===== src/hdl/indexed_double_ended_queue_assert.svh =====
// assertion helpers used by the deque back part
`ifndef INDEXED_DOUBLE_ENDED_QUEUE_ASSERT_SVH
`define INDEXED_DOUBLE_ENDED_QUEUE_ASSERT_SVH

// same-cycle implication
`define IDQ_ASSERT_IMP(name, clk, rst, lhs, rhs) \
   name: assert property (@(posedge clk) disable iff (rst) (lhs) |-> (rhs)) \
      else $error("idq assertion failed");

// next-cycle implication
`define IDQ_ASSERT_NXT(name, clk, rst, lhs, rhs) \
   name: assert property (@(posedge clk) disable iff (rst) (lhs) |=> (rhs)) \
      else $error("idq assertion failed");

`endif


===== src/hdl/idq_pkg.sv =====
`timescale 1ns / 1ps
package idq_pkg;

   typedef enum logic [2:0] {
      KIND_PUSH_FRONT = 3'd0,
      KIND_PUSH_BACK  = 3'd1,
      KIND_READ_AT    = 3'd2,
      KIND_WRITE_AT   = 3'd3,
      KIND_READ_FRONT = 3'd4,
      KIND_READ_BACK  = 3'd5
   } kind_type;

   typedef enum logic [1:0] {
      STATUS_OK    = 2'd0,
      STATUS_RANGE = 2'd1,
      STATUS_FULL  = 2'd2
   } status_type;

   typedef enum logic [1:0] {
      OP_NONE  = 2'd0,
      OP_READ  = 2'd1,
      OP_WRITE = 2'd2
   } op_type;

   localparam int unsigned DATA_W      = 32;
   localparam int unsigned INDEX_W     = 10;
   localparam int unsigned COUNT_W     = 11;
   localparam int unsigned QUEUE_DEPTH = 4;
   localparam int unsigned QUEUE_PTR_W = 2;

   // work handed from the front part to the back part, minus the ring slot
   typedef struct packed {
      op_type              op;
      status_type          status;
      logic [COUNT_W-1:0]  count;
      logic                is_empty;
      logic [DATA_W-1:0]   value;
   } entry_type;

endpackage


===== src/hdl/idq_fifo.sv =====
`timescale 1ns / 1ps
module idq_fifo #(
   parameter int unsigned WIDTH = 58
) (
   input  logic             clock,
   input  logic             reset,
   input  logic             push,
   input  logic [WIDTH-1:0] push_data,
   output logic             full,
   input  logic             pop,
   output logic             valid,
   output logic [WIDTH-1:0] pop_data
);

   logic [WIDTH-1:0]                   entries_ff [idq_pkg::QUEUE_DEPTH];
   logic [idq_pkg::QUEUE_PTR_W-1:0]    wr_ptr_ff, wr_ptr_in;
   logic [idq_pkg::QUEUE_PTR_W-1:0]    rd_ptr_ff, rd_ptr_in;
   logic [idq_pkg::QUEUE_PTR_W:0]      fill_ff, fill_in;

   localparam logic [idq_pkg::QUEUE_PTR_W:0] DEPTH_CNT =
      (idq_pkg::QUEUE_PTR_W + 1)'(idq_pkg::QUEUE_DEPTH);
   localparam logic [idq_pkg::QUEUE_PTR_W-1:0] PTR_ONE  = (idq_pkg::QUEUE_PTR_W)'(1);
   localparam logic [idq_pkg::QUEUE_PTR_W:0]   FILL_ONE = (idq_pkg::QUEUE_PTR_W + 1)'(1);

   assign full     = (fill_ff == DEPTH_CNT);
   assign valid    = (fill_ff != '0);
   assign pop_data = entries_ff[rd_ptr_ff];

   assign wr_ptr_in = push ? wr_ptr_ff + PTR_ONE : wr_ptr_ff;
   assign rd_ptr_in = pop ? rd_ptr_ff + PTR_ONE : rd_ptr_ff;

   always_comb begin
      fill_in = fill_ff;
      case ({push, pop})
         2'b10:   fill_in = fill_ff + FILL_ONE;
         2'b01:   fill_in = fill_ff - FILL_ONE;
         default: fill_in = fill_ff;
      endcase
   end

   always_ff @(posedge clock) begin
      if (push) begin
         entries_ff[wr_ptr_ff] <= push_data;
      end
   end

   always_ff @(posedge clock) begin
      if (reset) begin
         wr_ptr_ff <= '0;
         rd_ptr_ff <= '0;
         fill_ff   <= '0;
      end else begin
         wr_ptr_ff <= wr_ptr_in;
         rd_ptr_ff <= rd_ptr_in;
         fill_ff   <= fill_in;
      end
   end

endmodule


===== config.mk =====
export PLATFORM = sky130hd
export DESIGN_NAME = idq_fifo
export DESIGN_NICKNAME = d
export VERILOG_FILES = /design/src/hdl/indexed_double_ended_queue_assert.svh /design/src/hdl/idq_pkg.sv /design/src/hdl/idq_fifo.sv
export SDC_FILE = /design/constraint.sdc
export NUM_CORES = 1
export LEC_CHECK = 0
export ABC_AREA = 1
export BUFFER_PORTS_ARGS = -buffer_cell sky130_fd_sc_hd__buf_2
export CAP_MARGIN = 30
export CORE_ASPECT_RATIO = 0.8
export CORE_MARGIN = 5
export CORE_UTILIZATION = 40
export DETAILED_ROUTE_END_ITERATION = 7
export GPL_ROUTABILITY_DRIVEN = 0
export PLACE_DENSITY = 0.62
export RECOVER_POWER = 100
export SYNTH_ARGS = -nofsm -noshare
export SYNTH_HDL_FRONTEND = slang
export SYNTH_SLANG_ARGS = --single-unit

===== constraint.sdc =====
create_clock -name clock -period 3.25 [get_ports clock]
set_input_delay 0.325 -clock clock [delete_from_list [all_inputs] [get_ports clock]]
set_output_delay 0.325 -clock clock [all_outputs]
set_load 0.02 [all_outputs]

==> impl_metrics.csv <==
group,metric,value,unit
final_layout,fillers,2037,
die,die_x,179,um
logic_synthesis,synthesis.instances,620,
global_route,grt_overflow,0,
final_layout,layout.nets,810,
pwr,p_leak,0.00347,uW
route,via_per_inst,5.03,
clocking,cts_sinks,241,
route,dr_wl_met2,8630,um
sta,finalSetupViolCount,0,
clocking,cts_buffers,24,
status,violations,"capacitance limit, slew limit",
flow_run,cap_violations,2,
sta,finalMaxSlewViolations,60,
placement,numPlacedInstances,1021,
final_layout,syn_to_final_growth,16.4,%
die,initial_core_util,0.406,
logic_synthesis,ys_seq_area_frac,0.785,
logic_synthesis,syn_avg_cell_area,14.7,um^2
global_route,grt_pass1_wl,30300,um
worst_setup_path,crit_type,"flop to primary output",
clocking,worstSkewPairLatency,0.51,ns
worst_setup_path,r2r_cells,5,
die,io_pins,122,
logic_synthesis,synth-seq-cells,241,
die,die_area,25900,um^2
clocking,root_buffer,"clkbuf_16",
route,top_layer_used,"met5",
logic_synthesis,yosysWarnings,0,
logic_synthesis,netlist-cell-type-count,25,
pwr,power.density,668,nW/um^2
pwr,finalPower,7080,uW
global_route,grt_pass1_vias,5501,
sta,clock_skew,0.0139,ns
sta,holdWs,0.0808,ns
global_route,antenna_found_initial,1,
logic_synthesis,synthTopCellsByArea,"edfxtp_1, o21ai_0, nor2_1, o22ai_1, dfxtp_1",
sta,min_period,2.80,ns
route,drtAntennaViolNets,0,
final_layout,final_area,10600,um^2
sta,rsz0062_at_grt,"false",
worst_setup_path,endpoint_kind,"primary output",
logic_synthesis,yosysTopAreaCell,"edfxtp_1",
route,drtPass1Iterations,4,
status,status,"complete, but fails checks",
logic_synthesis,async_flop_share,0,
placement,placed_cell_area,9940,um^2
route,drc,0,
logic_synthesis,synth_ff_type,"edfxtp_1",
logic_synthesis,synth_nets,688,
route,drt_iter0_drc,410,
logic_synthesis,synth_top_area_share,0.765,
clocking,clock_path_buffers,3,
worst_hold_path,hold_path.class,"input pin to flop",
final_layout,diodes,0,
logic_synthesis,synth_area,9100,um^2
placement,post-dp-hpwl,11500,um
global_route,grt_use_total,0.148,
sta,worstMarginPinSlew,1.96,ns
sta,fin_crit_sh,0.862,
sta,max_slew_margin,-0.309,
clocking,cts_max_level,1,
die,core_area,22400,um^2
sta,hold_violations,0,
route,wl_per_cell,18.3,um
pwr,max-vdd-ir-drop,0.000259,V
route,finalWirelength,19500,um
die,rows,49,
route,wl_met3,1200,um
logic_synthesis,synth_edf_count,232,
final_layout,final_cells,1065,
global_route,grt_max_degree,86,
clocking,cts_tree,"done",
clocking,post_cts_buffers,0,
worst_setup_path,startpoint_type,"flop",
route,dr_total_vias,5353,
sta,setup-tns-final,0,ns
worst_setup_path,crit_required,2.92,ns
route,drt-met1-wl,9420,um
sta,timing.fmax,0.357,GHz
placement,port_buffers,121,
worst_setup_path,critPathArrivalTime,2.48,ns
worst_hold_path,hold_depth,1,
die,fp.dieH,145,um
worst_setup_path,path_max_fanout,85,
clocking,path_clk_slew,0.06,ns
final_layout,drive_gt1_frac,0.0975,
-- power breakdown --
part,internal [uW],switching [uW],total [uW]
Sequential,3550,37.8,3590
Combinational,166,493,659
Clock,1720,1110,2830
Total,5440,1640,7080
-- layer usage --
layer	vias to the layer above	GRT usage
met1	2626	0.217
li1	2565	-
met2	135	0.228
met4	2	0.0315
met5	-	0
met3	25	0.0325
-- worst max-delay path, cell delays in order (launching register included) --
cell      delay (ns)
dfxtp_4         0.42
inv_4           0.63
buf_4           0.35
o21ai_0         0.10
o22ai_1         0.15
clkbuf_1        0.25
-- repair_timing --
action / in CTS / in global routing
hold buffers: 1 / 0
gates resized for setup: 0 / 0
endpoints found under the hold margin: 1 / 0
-- logic make-up after synthesis --
logic type	after synthesis	synth area share
DFF	241	0.785
AOI/OAI and AO/OA	182	0.108
and+or+nand+nor	138	0.0601
buffers and inverters	52	0.0367
adders and majority gates	6	0.00907
xor gates and xnor gates	1	0.000962
-- cells in the final DEF (no fill, tap or decap), types with 4 or more instances in the layout --
cell       netlist  final
bufinv_16        0      4
nor2_1         116    116
clkbuf_16        0     25
o21ai_1          6      6
nor2_2          10     10
o21ai_0        115    115
clkbuf_1         6    110
ha_1             5      5
clkinv_1         0      6
inv_1           13     12
buf_2            8     18
nand2_1         10     10
buf_4            3      5
o22ai_1         58     58
dfxtp_1          9      7
edfxtp_1       232    232
-- flip-flops by register name, indices dropped and copies added, names as in the netlist, named ones only --
| register | cells |
|---|---|
| rd_ptr_ff | 2 |
| entries_ff | 232 |
| wr_ptr_ff | 2 |
| fill_ff | 3 |
-- synthesized netlist by cell type (6+ instances only) --
master / instances
clkbuf_1: 6
o21ai_0: 115
dfxtp_1: 9
o21ai_1: 6
edfxtp_1: 232
nor2_1: 116
inv_1: 13
o22ai_1: 58
nor2_2: 10
nand2_1: 10
buf_6: 8
buf_2: 8
-- layout make-up --
| cell class | count | area, um^2 | share of cell area |
|---|---|---|---|
| repair buffers | 133 | 566 | 0.0534 |
| multi-input cells | 327 | 1620 | 0.153 |
| clock inverters | 14 | 174 | 0.0164 |
| flip-flops and latches | 241 | 7150 | 0.675 |
| well taps | 306 | 383 | 0.0361 |
| inverters | 15 | 58.8 | 0.00555 |
| clock buffers | 29 | 641 | 0.0605 |
-- worst paths after layout --
path / startpoint / end / slack [ns]
max: flop / pop_data[40] / 0.45
min: push_data[47] / entries_ff[3][47]$_DFFE_PP_ / 0.08
max reg2reg: wr_ptr_ff[1]$_SDFFE_PP0P_ / entries_ff[1][37]$_DFFE_PP_ / 0.48
min reg2reg: rd_ptr_ff[1]$_SDFFE_PP0P_ / flop / 0.48
-- metrics by stage --
stage,worst slack (ns),util
after floorplan,1.12,-
after global placement,1.18,0.443
after detailed placement,1.16,0.443
after CTS,0.613,0.480
after global routing,0.254,0.472
final,0.450,0.472
Power figures use the tool's default switching activity.
