## src/hdl/indexed_double_ended_queue_assert.svh

```systemverilog
// assertion helpers used by the deque back part
`ifndef INDEXED_DOUBLE_ENDED_QUEUE_ASSERT_SVH
`define INDEXED_DOUBLE_ENDED_QUEUE_ASSERT_SVH

// same-cycle implication
`define IDQ_ASSERT_IMP(name, clk, rst, lhs, rhs) \
   name: assert property (@(posedge clk) disable iff (rst) (lhs) |-> (rhs)) \
      else $error("idq assertion failed");

// next-cycle implication
`define IDQ_ASSERT_NXT(name, clk, rst, lhs, rhs) \
   name: assert property (@(posedge clk) disable iff (rst) (lhs) |=> (rhs)) \
      else $error("idq assertion failed");

`endif

```

## src/hdl/idq_pkg.sv

```systemverilog
`timescale 1ns / 1ps
package idq_pkg;

   typedef enum logic [2:0] {
      KIND_PUSH_FRONT = 3'd0,
      KIND_PUSH_BACK  = 3'd1,
      KIND_READ_AT    = 3'd2,
      KIND_WRITE_AT   = 3'd3,
      KIND_READ_FRONT = 3'd4,
      KIND_READ_BACK  = 3'd5
   } kind_type;

   typedef enum logic [1:0] {
      STATUS_OK    = 2'd0,
      STATUS_RANGE = 2'd1,
      STATUS_FULL  = 2'd2
   } status_type;

   typedef enum logic [1:0] {
      OP_NONE  = 2'd0,
      OP_READ  = 2'd1,
      OP_WRITE = 2'd2
   } op_type;

   localparam int unsigned DATA_W      = 32;
   localparam int unsigned INDEX_W     = 10;
   localparam int unsigned COUNT_W     = 11;
   localparam int unsigned QUEUE_DEPTH = 4;
   localparam int unsigned QUEUE_PTR_W = 2;

   // work handed from the front part to the back part, minus the ring slot
   typedef struct packed {
      op_type              op;
      status_type          status;
      logic [COUNT_W-1:0]  count;
      logic                is_empty;
      logic [DATA_W-1:0]   value;
   } entry_type;

endpackage

```

## src/hdl/idq_req_if.sv

```systemverilog
`timescale 1ns / 1ps
interface idq_req_if;
   logic               valid;
   logic               ready;
   logic [2:0]         kind;
   logic [9:0]         index;
   logic signed [31:0] value;

   modport source (output valid, output kind, output index, output value, input ready);
   modport sink (input valid, input kind, input index, input value, output ready);
endinterface

```

## src/hdl/idq_front.sv

```systemverilog
`timescale 1ns / 1ps
module idq_front #(
   parameter int unsigned CAPACITY = 1024
) (
   input  logic                                clock,
   input  logic                                reset,
   idq_req_if.sink                             req_if,
   input  logic                                queue_full,
   output logic                                queue_push,
   output logic [$clog2(CAPACITY)-1:0]         queue_slot,
   output idq_pkg::entry_type                  queue_entry
);

   localparam int unsigned SLOT_W = $clog2(CAPACITY);
   localparam int unsigned CNT_W  = $clog2(CAPACITY + 1);
   localparam int unsigned CMP_W  = (CNT_W > idq_pkg::COUNT_W) ? CNT_W : idq_pkg::COUNT_W;
   localparam logic [SLOT_W:0]   CAP_SUM  = (SLOT_W + 1)'(CAPACITY);
   localparam logic [SLOT_W-1:0] LAST_POS = SLOT_W'(CAPACITY - 1);
   localparam logic [CNT_W-1:0]  CAP_CNT  = CNT_W'(CAPACITY);

   logic [SLOT_W-1:0] front_pos_ff, front_pos_in;
   logic [CNT_W-1:0]  count_ff, count_in;

   logic                 accept;
   idq_pkg::kind_type    kind;
   logic                 is_full, is_empty, idx_ok;
   logic [CMP_W-1:0]     idx_w, cnt_w, next_cnt_w;
   logic [SLOT_W-1:0]    logical, dec_front, last_off, slot;
   logic [SLOT_W:0]      sum, wrapped;
   logic [CNT_W-1:0]     next_cnt, cnt_minus;
   logic [SLOT_W-1:0]    next_front;
   idq_pkg::op_type      op;
   idq_pkg::status_type  status;
   logic                 use_dec;

   assign req_if.ready = !queue_full;
   assign accept       = req_if.valid && !queue_full;
   assign kind         = idq_pkg::kind_type'(req_if.kind);

   assign is_full   = (count_ff == CAP_CNT);
   assign is_empty  = (count_ff == '0);
   assign idx_w     = CMP_W'(req_if.index);
   assign cnt_w     = CMP_W'(count_ff);
   assign idx_ok    = (idx_w < cnt_w);
   assign cnt_minus = count_ff - CNT_W'(1);
   assign last_off  = cnt_minus[SLOT_W-1:0];
   assign dec_front = (front_pos_ff == '0) ? LAST_POS : front_pos_ff - SLOT_W'(1);

   // ring slot of a logical position, both operands below capacity
   assign sum     = {1'b0, front_pos_ff} + {1'b0, logical};
   assign wrapped = (sum >= CAP_SUM) ? sum - CAP_SUM : sum;
   assign slot    = use_dec ? dec_front : wrapped[SLOT_W-1:0];

   always_comb begin
      op         = idq_pkg::OP_NONE;
      status     = idq_pkg::STATUS_OK;
      logical    = '0;
      use_dec    = 1'b0;
      next_cnt   = count_ff;
      next_front = front_pos_ff;
      unique case (kind)
         idq_pkg::KIND_PUSH_FRONT: begin
            if (is_full) begin
               status = idq_pkg::STATUS_FULL;
            end else begin
               op         = idq_pkg::OP_WRITE;
               use_dec    = 1'b1;
               next_front = dec_front;
               next_cnt   = count_ff + CNT_W'(1);
            end
         end
         idq_pkg::KIND_PUSH_BACK: begin
            logical = count_ff[SLOT_W-1:0];
            if (is_full) begin
               status = idq_pkg::STATUS_FULL;
            end else begin
               op       = idq_pkg::OP_WRITE;
               next_cnt = count_ff + CNT_W'(1);
            end
         end
         idq_pkg::KIND_READ_AT, idq_pkg::KIND_WRITE_AT: begin
            logical = idx_w[SLOT_W-1:0];
            if (!idx_ok) begin
               status = idq_pkg::STATUS_RANGE;
            end else if (kind == idq_pkg::KIND_READ_AT) begin
               op = idq_pkg::OP_READ;
            end else begin
               op = idq_pkg::OP_WRITE;
            end
         end
         idq_pkg::KIND_READ_FRONT, idq_pkg::KIND_READ_BACK: begin
            logical = (kind == idq_pkg::KIND_READ_BACK) ? last_off : '0;
            if (is_empty) begin
               status = idq_pkg::STATUS_RANGE;
            end else begin
               op = idq_pkg::OP_READ;
            end
         end
         default: begin
            status = idq_pkg::STATUS_RANGE;
         end
      endcase
   end

   assign next_cnt_w = CMP_W'(next_cnt);

   assign queue_push           = accept;
   assign queue_slot           = slot;
   assign queue_entry.op       = op;
   assign queue_entry.status   = status;
   assign queue_entry.count    = next_cnt_w[idq_pkg::COUNT_W-1:0];
   assign queue_entry.is_empty = (next_cnt == '0);
   assign queue_entry.value    = req_if.value;

   assign front_pos_in = accept ? next_front : front_pos_ff;
   assign count_in     = accept ? next_cnt : count_ff;

   always_ff @(posedge clock) begin
      if (reset) begin
         front_pos_ff <= '0;
         count_ff     <= '0;
      end else begin
         front_pos_ff <= front_pos_in;
         count_ff     <= count_in;
      end
   end

endmodule

```

## src/flat_wrapper.sv

```systemverilog
// flat-port wrapper written by rule: the top's interface ports become plain ports
module idq_front_flat 
#(
   parameter int unsigned CAPACITY = 1024
)
  (clock, reset, queue_full, queue_push, queue_slot, queue_entry, req_if_valid, req_if_kind, req_if_index, req_if_value, req_if_ready);
  idq_req_if req_if_i ();
  input  logic clock;
  input  logic reset;
  input  logic queue_full;
  output logic queue_push;
  output logic [$clog2(CAPACITY)-1:0] queue_slot;
  output idq_pkg::entry_type queue_entry;
  input wire logic [$bits(req_if_i.valid)-1:0] req_if_valid;
  input wire logic [$bits(req_if_i.kind)-1:0] req_if_kind;
  input wire logic [$bits(req_if_i.index)-1:0] req_if_index;
  input wire logic [$bits(req_if_i.value)-1:0] req_if_value;
  output wire logic [$bits(req_if_i.ready)-1:0] req_if_ready;
  assign req_if_i.valid = req_if_valid;
  assign req_if_i.kind = req_if_kind;
  assign req_if_i.index = req_if_index;
  assign req_if_i.value = req_if_value;
  assign req_if_ready = req_if_i.ready;
  idq_front #(.CAPACITY(CAPACITY)) u_core (.clock(clock), .reset(reset), .req_if(req_if_i), .queue_full(queue_full), .queue_push(queue_push), .queue_slot(queue_slot), .queue_entry(queue_entry));
endmodule
```

## config.mk

```make
export PLATFORM = sky130hd
export DESIGN_NAME = idq_front_flat
export DESIGN_NICKNAME = d
export VERILOG_FILES = /design/src/hdl/indexed_double_ended_queue_assert.svh /design/src/hdl/idq_pkg.sv /design/src/hdl/idq_req_if.sv /design/src/hdl/idq_front.sv /design/src/flat_wrapper.sv
export SDC_FILE = /design/constraint.sdc
export NUM_CORES = 1
export LEC_CHECK = 0
export ABC_AREA = 1
export BUFFER_PORTS_ARGS = -buffer_cell sky130_fd_sc_hd__buf_4
export CAP_MARGIN = 25
export CORE_MARGIN = 3
export CORE_UTILIZATION = 35
export DETAILED_ROUTE_END_ITERATION = 8
export PLACE_DENSITY = 0.58
export SLEW_MARGIN = 15
export SYNTH_ARGS = -nofsm -noshare
export SYNTH_HDL_FRONTEND = slang
export SYNTH_SLANG_ARGS = --single-unit
```

## constraint.sdc

```tcl
create_clock -name clock -period 4.9 [get_ports clock]
set_input_delay 0.98 -clock clock [delete_from_list [all_inputs] [get_ports clock]]
set_output_delay 0.98 -clock clock [all_outputs]
set_load 0.005 [all_outputs]
```

==> out/qor.csv, run 1 <==
metric,value,unit
gp_congestion,0.871,
switching_share,39.0,%
fp-row-count,32,
grt_pass1_wl,12700,um
totalWireLength,7830,um
cts_buffer_depth,2,
sequentialPowerShare,35.8,%
tightest_slew,0.868,ns
hold_class,flip-flop to flip-flop,
cts_hold_buf,0,
die_x,96.2,um
nFillCells,876,
worst_setup_path_end_kind,output port,
area_delta_synth_final,7.77,%
cts_sinks,21,
synth_top_area_share,14.8,%
critPathArrivalTime,3.59,ns
p_per_area,174,nW/um2
min_period,4.57,ns
p_int,326,uW
vias_per_cell,5.02,
outcome,"complete, no violations",
finalInstanceArea,3070,um2
vias,2908,
cts_resized,0,
final-instance-count-excl-fill,579,
ys_ff_latch,21,
wire_per_inst,13.5,um
final_cell_mix,"nand2_1 (108), inv_1 (62), buf_4 (47)",
finalSetupViolCount,0,
dp.cells,575,
placed_cell_area,3020,um2
path_class,primary input to output port,
grt_setup_unrepaired,false,
start_kind,primary input,
r2r_start,u_core.cnt_w[0]$_SDFFE_PP0P_,
syn_area,2850,um2
ys_types,39,
max_cap_viol_count,0,
initial_core_util,36.5,%
crit_start,req_if_kind[2],
dr.pass1.iters,5,
h-tree-depth,1,
synth_area_per_cell,6.05,um2
cts_setup_buffers,0,
yosys_warnings,0,
relSlewSlack,41.6,%
synth.area.top_cells,"dfxtp_1 (15%), nand2_1 (14%), ha_1 (11%)",
layout_commonest_cell,nand2_1,
antenna_found_initial,0,
nets,554,
drive_above_1_share,13.8,%
die-area,9260,um2
drv_slew,0,
cts-root-buf,clkbuf_8,
pwr-share-clk,23.3,%
fin_crit_sh,93.2,%
cts_inserted_buffers,3,
drt-initial-drc-count,145,
pwr-share-comb,41.0,%
netlist_instances,471,
yosysSeqAreaShare,14.8,%
hold_viol,0,
die_h,96.2,um
num_antenna_cells,0,
clkTransAtPathRegs,0.09,ns
ff2ff_setup_slack,2.21,ns
synth_nets,547,
ant_nets,0,
fmax,219,MHz
required,3.92,ns
p_leak,0.00162,uW
multi_input_area,1870,um2
seq_area,420,um2
globalRouteOverflowTotal,0,
ios,109,
yosysTopAreaCell,dfxtp_1,
grt_pass1_vias,2648,
hp-start,u_core.front_pos_ff[8]$_SDFFE_PP0P_,
fp.coreArea,7810,um2
insertion_delay,0.27,ns
tns,0,ns
peakVddDrop,101,uV
cts_tree,built,
io_buffer_count,44,
drc,0,
hpwl,6330,um
fin_skew,0.00372,ns
grt_max_degree,21,
path_max_fanout,13,
power_switching,209,uW
grt.total_usage,17.2,%
## through the flow
step                      power [uW]  hold slack, ns  utilization, %  worst slack, ns
after floorplan                  355           0.539               -            0.799
after global placement           411           0.574            38.6            0.374
after detailed placement         414           0.582            38.7            0.306
after CTS                        539           0.607            39.3            0.306
after global routing             577           0.640            39.3           0.0496
final                            535           0.598            39.3            0.335
## synthesized netlist by cell type, drive strengths merged
cell type	count
a211o	1
a21oi	32
a22oi	1
a31oi	10
buf	39
clkbuf	6
dfxtp	21
fa	1
ha	26
inv	66
nand2	110
nand3	31
nand3b	1
nand4	5
nor2	40
nor3	10
nor3b	1
nor4	2
o211ai	1
o21a	1
o21ai	44
o21bai	2
o221ai	1
o22ai	2
or2	3
xnor2	1
xor2	13
## worst max-delay path, cell delays in order
cell and delay [ns]:
buf_4 0.12, inv_1 0.08, ha_1 0.36, nand2_1 0.14
o21ai_0 0.07, o21ai_0 0.17, inv_1 0.06, ha_1 0.22
fa_1 0.42, nand3_1 0.09, nand3_1 0.13, nand2_1 0.11
nand2_1 0.05, a21oi_1 0.15, xor2_1 0.16, nand2_1 0.06
nand2_1 0.09, buf_4 0.11
## logic make-up (layout without fill, tap and decap cells)
kind of cell	count (synthesis)	in the layout	synth area share, %
AND/OR/NAND/NOR	203	203	31.3
buffers and inverters	111	117	19.6
AO/OA/AOI/OAI	95	95	17.9
adder cells (fa/ha/maj)	27	27	12.1
flip-flops	21	21	14.8
XOR/XNOR	14	14	4.30
## power groups by stage
stage          registers, uW  clock network, uW  logic [uW]
5_1_grt                  193                135         250
6_report                 191                124         219
4_1_cts                  191                127         220
3_3_place_gp             195                  0         217
2_1_floorplan            189                  0         166
3_5_place_dp             195                  0         219
## metal layers
metal  GRT usage, %  wire (um)  up-vias
met2           29.4       3730       68
met3           3.13        346       12
met4           4.50        175        0
li1               -          -     1514
met1           22.2       3580     1314
met5              0          0        -
## state kept, by name (all words and copies together), names as in the netlist
register and count:
u_core.cnt_w 11, u_core.front_pos_ff 10
## worst paths after layout
path	end	depth (start not counted)
hold reg to reg	u_core.front_pos_ff[8]$_SDFFE_PP0P_	2
setup / recovery	queue_slot[6]	18
hold / removal	u_core.front_pos_ff[8]$_SDFFE_PP0P_	2
setup reg to reg	u_core.front_pos_ff[5]$_SDFFE_PP0P_	10
## layout make-up
class	count	area share, %
Clock buffer	4	1.47
Inverter	66	8.15
Multi-Input combinational cell	339	61.0
Sequential cell	21	13.7
Tap cell	102	4.16
Timing Repair Buffer	47	11.5
Power figures use the tool's default switching activity.
==> run 2, diff against run 1 <==
CORE_ASPECT_RATIO = 0.5   (was unset)
PLACE_DENSITY = unset   (was 0.58)
==> out/qor.csv, run 2 (synthesis results as in run 1) <==
metric,value,unit
start_kind,primary input,
die_x,134,um
grt_max_degree,21,
insertion_delay,0.26,ns
fin_crit_sh,92.8,%
path_max_fanout,7,
area_delta_synth_final,9.49,%
fp-row-count,22,
clkTransAtPathRegs,0.07,ns
worst_setup_path_end_kind,output port,
die_h,69.8,um
nets,555,
peakVddDrop,107,uV
wire_per_inst,13.1,um
drive_above_1_share,14.0,%
cts_hold_buf,0,
cts_buffer_depth,2,
vias_per_cell,4.79,
gp_congestion,0.875,
dp.cells,582,
num_antenna_cells,0,
layout_commonest_cell,nand2_1,
p_leak,0.00164,uW
grt_setup_unrepaired,false,
path_class,primary input to output port,
hpwl,6120,um
dr.pass1.iters,5,
ant_nets,0,
postLayoutCoreUtil,41.1,%
cts-root-buf,clkbuf_16,
grt_pass1_wl,13000,um
largest_reg_flops,11,
h-tree-depth,1,
vias,2808,
cts_inserted_buffers,3,
cts_sinks,21,
cts_tree,built,
fmax,220,MHz
fp.coreArea,7600,um2
hold_viol,0,
required,3.92,ns
max_cap_viol_count,0,
final_cell_mix,"nand2_1 (108), inv_1 (62), buf_4 (48)",
totalWireLength,7660,um
ios,109,
die-area,9320,um2
grt_pass1_vias,2690,
p_per_area,191,nW/um2
tns,0,ns
grt.total_usage,16.7,%
drv_slew,0,
whs,0.596,ns
initial_core_util,37.5,%
critPathArrivalTime,3.57,ns
min_period,4.55,ns
outcome,"complete, no violations",
drc,0,
globalRouteOverflowTotal,0,
relSlewSlack,48.9,%
fin_skew,0.00569,ns
final-instance-count-excl-fill,586,
drt-initial-drc-count,167,
tightest_slew,0.760,ns
antenna_found_initial,0,
p_total,595,uW
hold_class,flip-flop to flip-flop,
finalSetupViolCount,0,
io_buffer_count,44,
run 2: cell count changes in the layout (fill, tap and decap cells not counted):
cell | previous run | this run
clkbuf_8 | 3 | 0
buf_4 | 47 | 48
clkbuf_16 | 0 | 3
run 2: stage by stage:
step / cell area, um2 / setup WS, ns
global placement: 3030 / 0.352
detailed placement: 3040 / 0.289
CTS: 3110 / 0.305
floorplan: 2850 / 0.799
finish: 3120 / 0.353
global route: 3120 / 0.0313
run 2: area by class of cell:
| cell class | instances | area, um2 |
|---|---|---|
| tap | 108 | 135 |
| sequential | 21 | 420 |
| clock buffer | 4 | 78.8 |
| fill | 869 | 4480 |
| inverter | 66 | 250 |
| multi-input combinational | 339 | 1870 |
| timing repair buffer | 48 | 360 |
run 2: power breakdown:
part           switching, uW  internal [uW]  leakage (uW)
sequential              11.7            178      0.000171
combinational            130           89.9       0.00143
clock                   73.3            111     0.0000382
run 2: layer usage:
layer	vias up	GRT usage [%]	share of wire, %
met5	-	0	0
met4	0	2.96	0.84
met3	16	3.04	5.0
met2	43	26.6	43
met1	1230	23.7	51
li1	1519	-	-
run 2: repair_timing:
item                       4_1_cts  5_1_grt
hold endpoints to repair         0        0
setup buffers                    0        0
gates resized for setup          0        1
setup endpoints to repair        0        2
run 2: worst paths after layout:
kind                                  startpoint                                  end  slack (ns)  cells after the start
max                               req_if_kind[1]                        queue_slot[6]        0.35                     18
min          u_core.front_pos_ff[3]$_SDFFE_PP0P_  u_core.front_pos_ff[3]$_SDFFE_PP0P_        0.60                      2
max reg2reg         u_core.cnt_w[0]$_SDFFE_PP0P_  u_core.front_pos_ff[7]$_SDFFE_PP0P_        2.31                     11
min reg2reg  u_core.front_pos_ff[3]$_SDFFE_PP0P_  u_core.front_pos_ff[3]$_SDFFE_PP0P_        0.60                      2
run 2: critical path: stages:
cell     delay, ns
buf_4         0.12
inv_1         0.11
nand2_1       0.12
nor2_4        0.18
inv_1         0.11
nand2_1       0.19
inv_1         0.15
a31oi_1       0.26
ha_1          0.34
nand3_1       0.11
nand3_1       0.13
nand2_1       0.11
nand2_1       0.05
a21oi_1       0.16
xor2_1        0.18
nand2_1       0.07
nand2_1       0.08
buf_4         0.10
==> run 3, diff against run 2 <==
MAX_ROUTING_LAYER = met4   (was unset)
REMOVE_ABC_BUFFERS = 1   (was unset)
==> out/qor.csv, run 3 (synthesis results as in run 1) <==
metric,value,unit
hold_viol,0,
antenna_found_initial,0,
outcome,"complete, no violations",
postLayoutCoreUtil,41.0,%
wire_per_inst,15.2,um
cts_hold_buf,0,
worst_setup_path_end_kind,output port,
drive_above_1_share,13.8,%
finalSetupViolCount,0,
min_period,4.54,ns
required,3.92,ns
hold_depth,2,
final-instance-count-excl-fill,585,
cts_buffer_depth,2,
area_delta_synth_final,9.22,%
ant_nets,0,
gp_congestion,0.893,
drv_slew,0,
path_class,primary input to output port,
dr.pass1.iters,5,
insertion_delay,0.27,ns
cts_sinks,21,
relSlewSlack,48.8,%
globalRouteOverflowTotal,0,
fp-row-count,22,
p_per_area,192,nW/um2
hp-start,u_core.front_pos_ff[3]$_SDFFE_PP0P_,
ios,109,
fp.coreArea,7600,um2
largest_reg_flops,11,
vias,2930,
die_x,134,um
nFillCells,860,
tightest_slew,0.761,ns
grt_pass1_wl,14200,um
final_cell_mix,"nand2_1 (108), inv_1 (62), buf_4 (47)",
ff2ff_setup_slack,2.13,ns
grt.total_usage,19.4,%
multi_input_area,1870,um2
layout_commonest_cell,nand2_1,
fin_crit_sh,92.8,%
max_cap_viol_count,0,
nets,554,
hold_class,flip-flop to flip-flop,
p_leak,0.00163,uW
place_ws,0.327,ns
cts_setup_buffers,0,
io_buffer_count,44,
peakVddDrop,108,uV
hpwl,7160,um
cts-root-buf,clkbuf_16,
cts_tree,built,
h-tree-depth,1,
drc,0,
critPathArrivalTime,3.56,ns
grt_max_degree,21,
path_max_fanout,13,
timing.rr.end,u_core.front_pos_ff[8]$_SDFFE_PP0P_,
cts_inserted_buffers,3,
seq_area,420,um2
drt-initial-drc-count,208,
totalWireLength,8900,um
dp.cells,581,
clkTransAtPathRegs,0.06,ns
hold_end,u_core.front_pos_ff[3]$_SDFFE_PP0P_,
num_antenna_cells,0,
layout_setup_ws,0.355,ns
r2r_start,u_core.cnt_w[0]$_SDFFE_PP0P_,
fin_skew,0.00529,ns
start_kind,primary input,
die-area,9320,um2
cts_resized,0,
grt_pass1_vias,2790,
die_h,69.8,um
ff2ff_path_depth,10,
tns,0,ns
fmax,220,MHz
grt_setup_unrepaired,false,
vias_per_cell,5.01,
initial_core_util,37.5,%
## run 3: critical path, stage by stage
cell     delay (ns)
buf_4          0.13
inv_1          0.08
ha_1           0.35
nand2_1        0.13
o21ai_0        0.08
o21ai_0        0.17
inv_1          0.06
ha_1           0.22
fa_1           0.41
nand3_1        0.09
nand3_1        0.13
nand2_1        0.11
nand2_1        0.05
a21oi_1        0.16
xor2_1         0.16
nand2_1        0.06
nand2_1        0.08
buf_4          0.10
## run 3: metal layers
metal	global-route usage [%]	vias up	share of wire [%]
met4	1.71	0	0.64
li1	-	1512	-
met1	25.9	1295	49
met3	9.71	8	11
met2	27.4	115	39
met5	-	-	0
## run 3: power by group
part / internal (uW) / switching [uW]
clock network: 112 / 74.8
registers: 178 / 13.3
logic: 89.4 / 130
total: 379 / 218
## run 3: area by class of cell
cell class	instances	area share [%]
repair buffers	47	11.3
multi-input cells	339	60.2
inverters	66	8.04
flip-flops and latches	21	13.5
clock buffers	4	2.53
well taps	108	4.34
## run 3: worst max path at each step
stage,startpoint,to,slack (ns),cells after the start
floorplan,req_if_kind[1],queue_slot[7],0.78,16
global placement,req_if_kind[2],queue_slot[6],0.36,18
detailed placement,req_if_kind[1],queue_slot[7],0.33,17
CTS,req_if_kind[1],queue_slot[6],0.34,18
global route,req_if_kind[1],queue_slot[7],0.01,17
finish,req_if_kind[2],queue_slot[6],0.36,18
## run 3: stage by stage
| step | instance area [um2] | hold slack (ns) | total power, uW |
|---|---|---|---|
| detailed placement | 3030 | 0.580 | 413 |
| finish | 3110 | 0.595 | 597 |
| CTS | 3110 | 0.590 | 603 |
| global route | 3110 | 0.645 | 641 |
| global placement | 3020 | 0.581 | 412 |
| floorplan | 2540 | 0.539 | 328 |
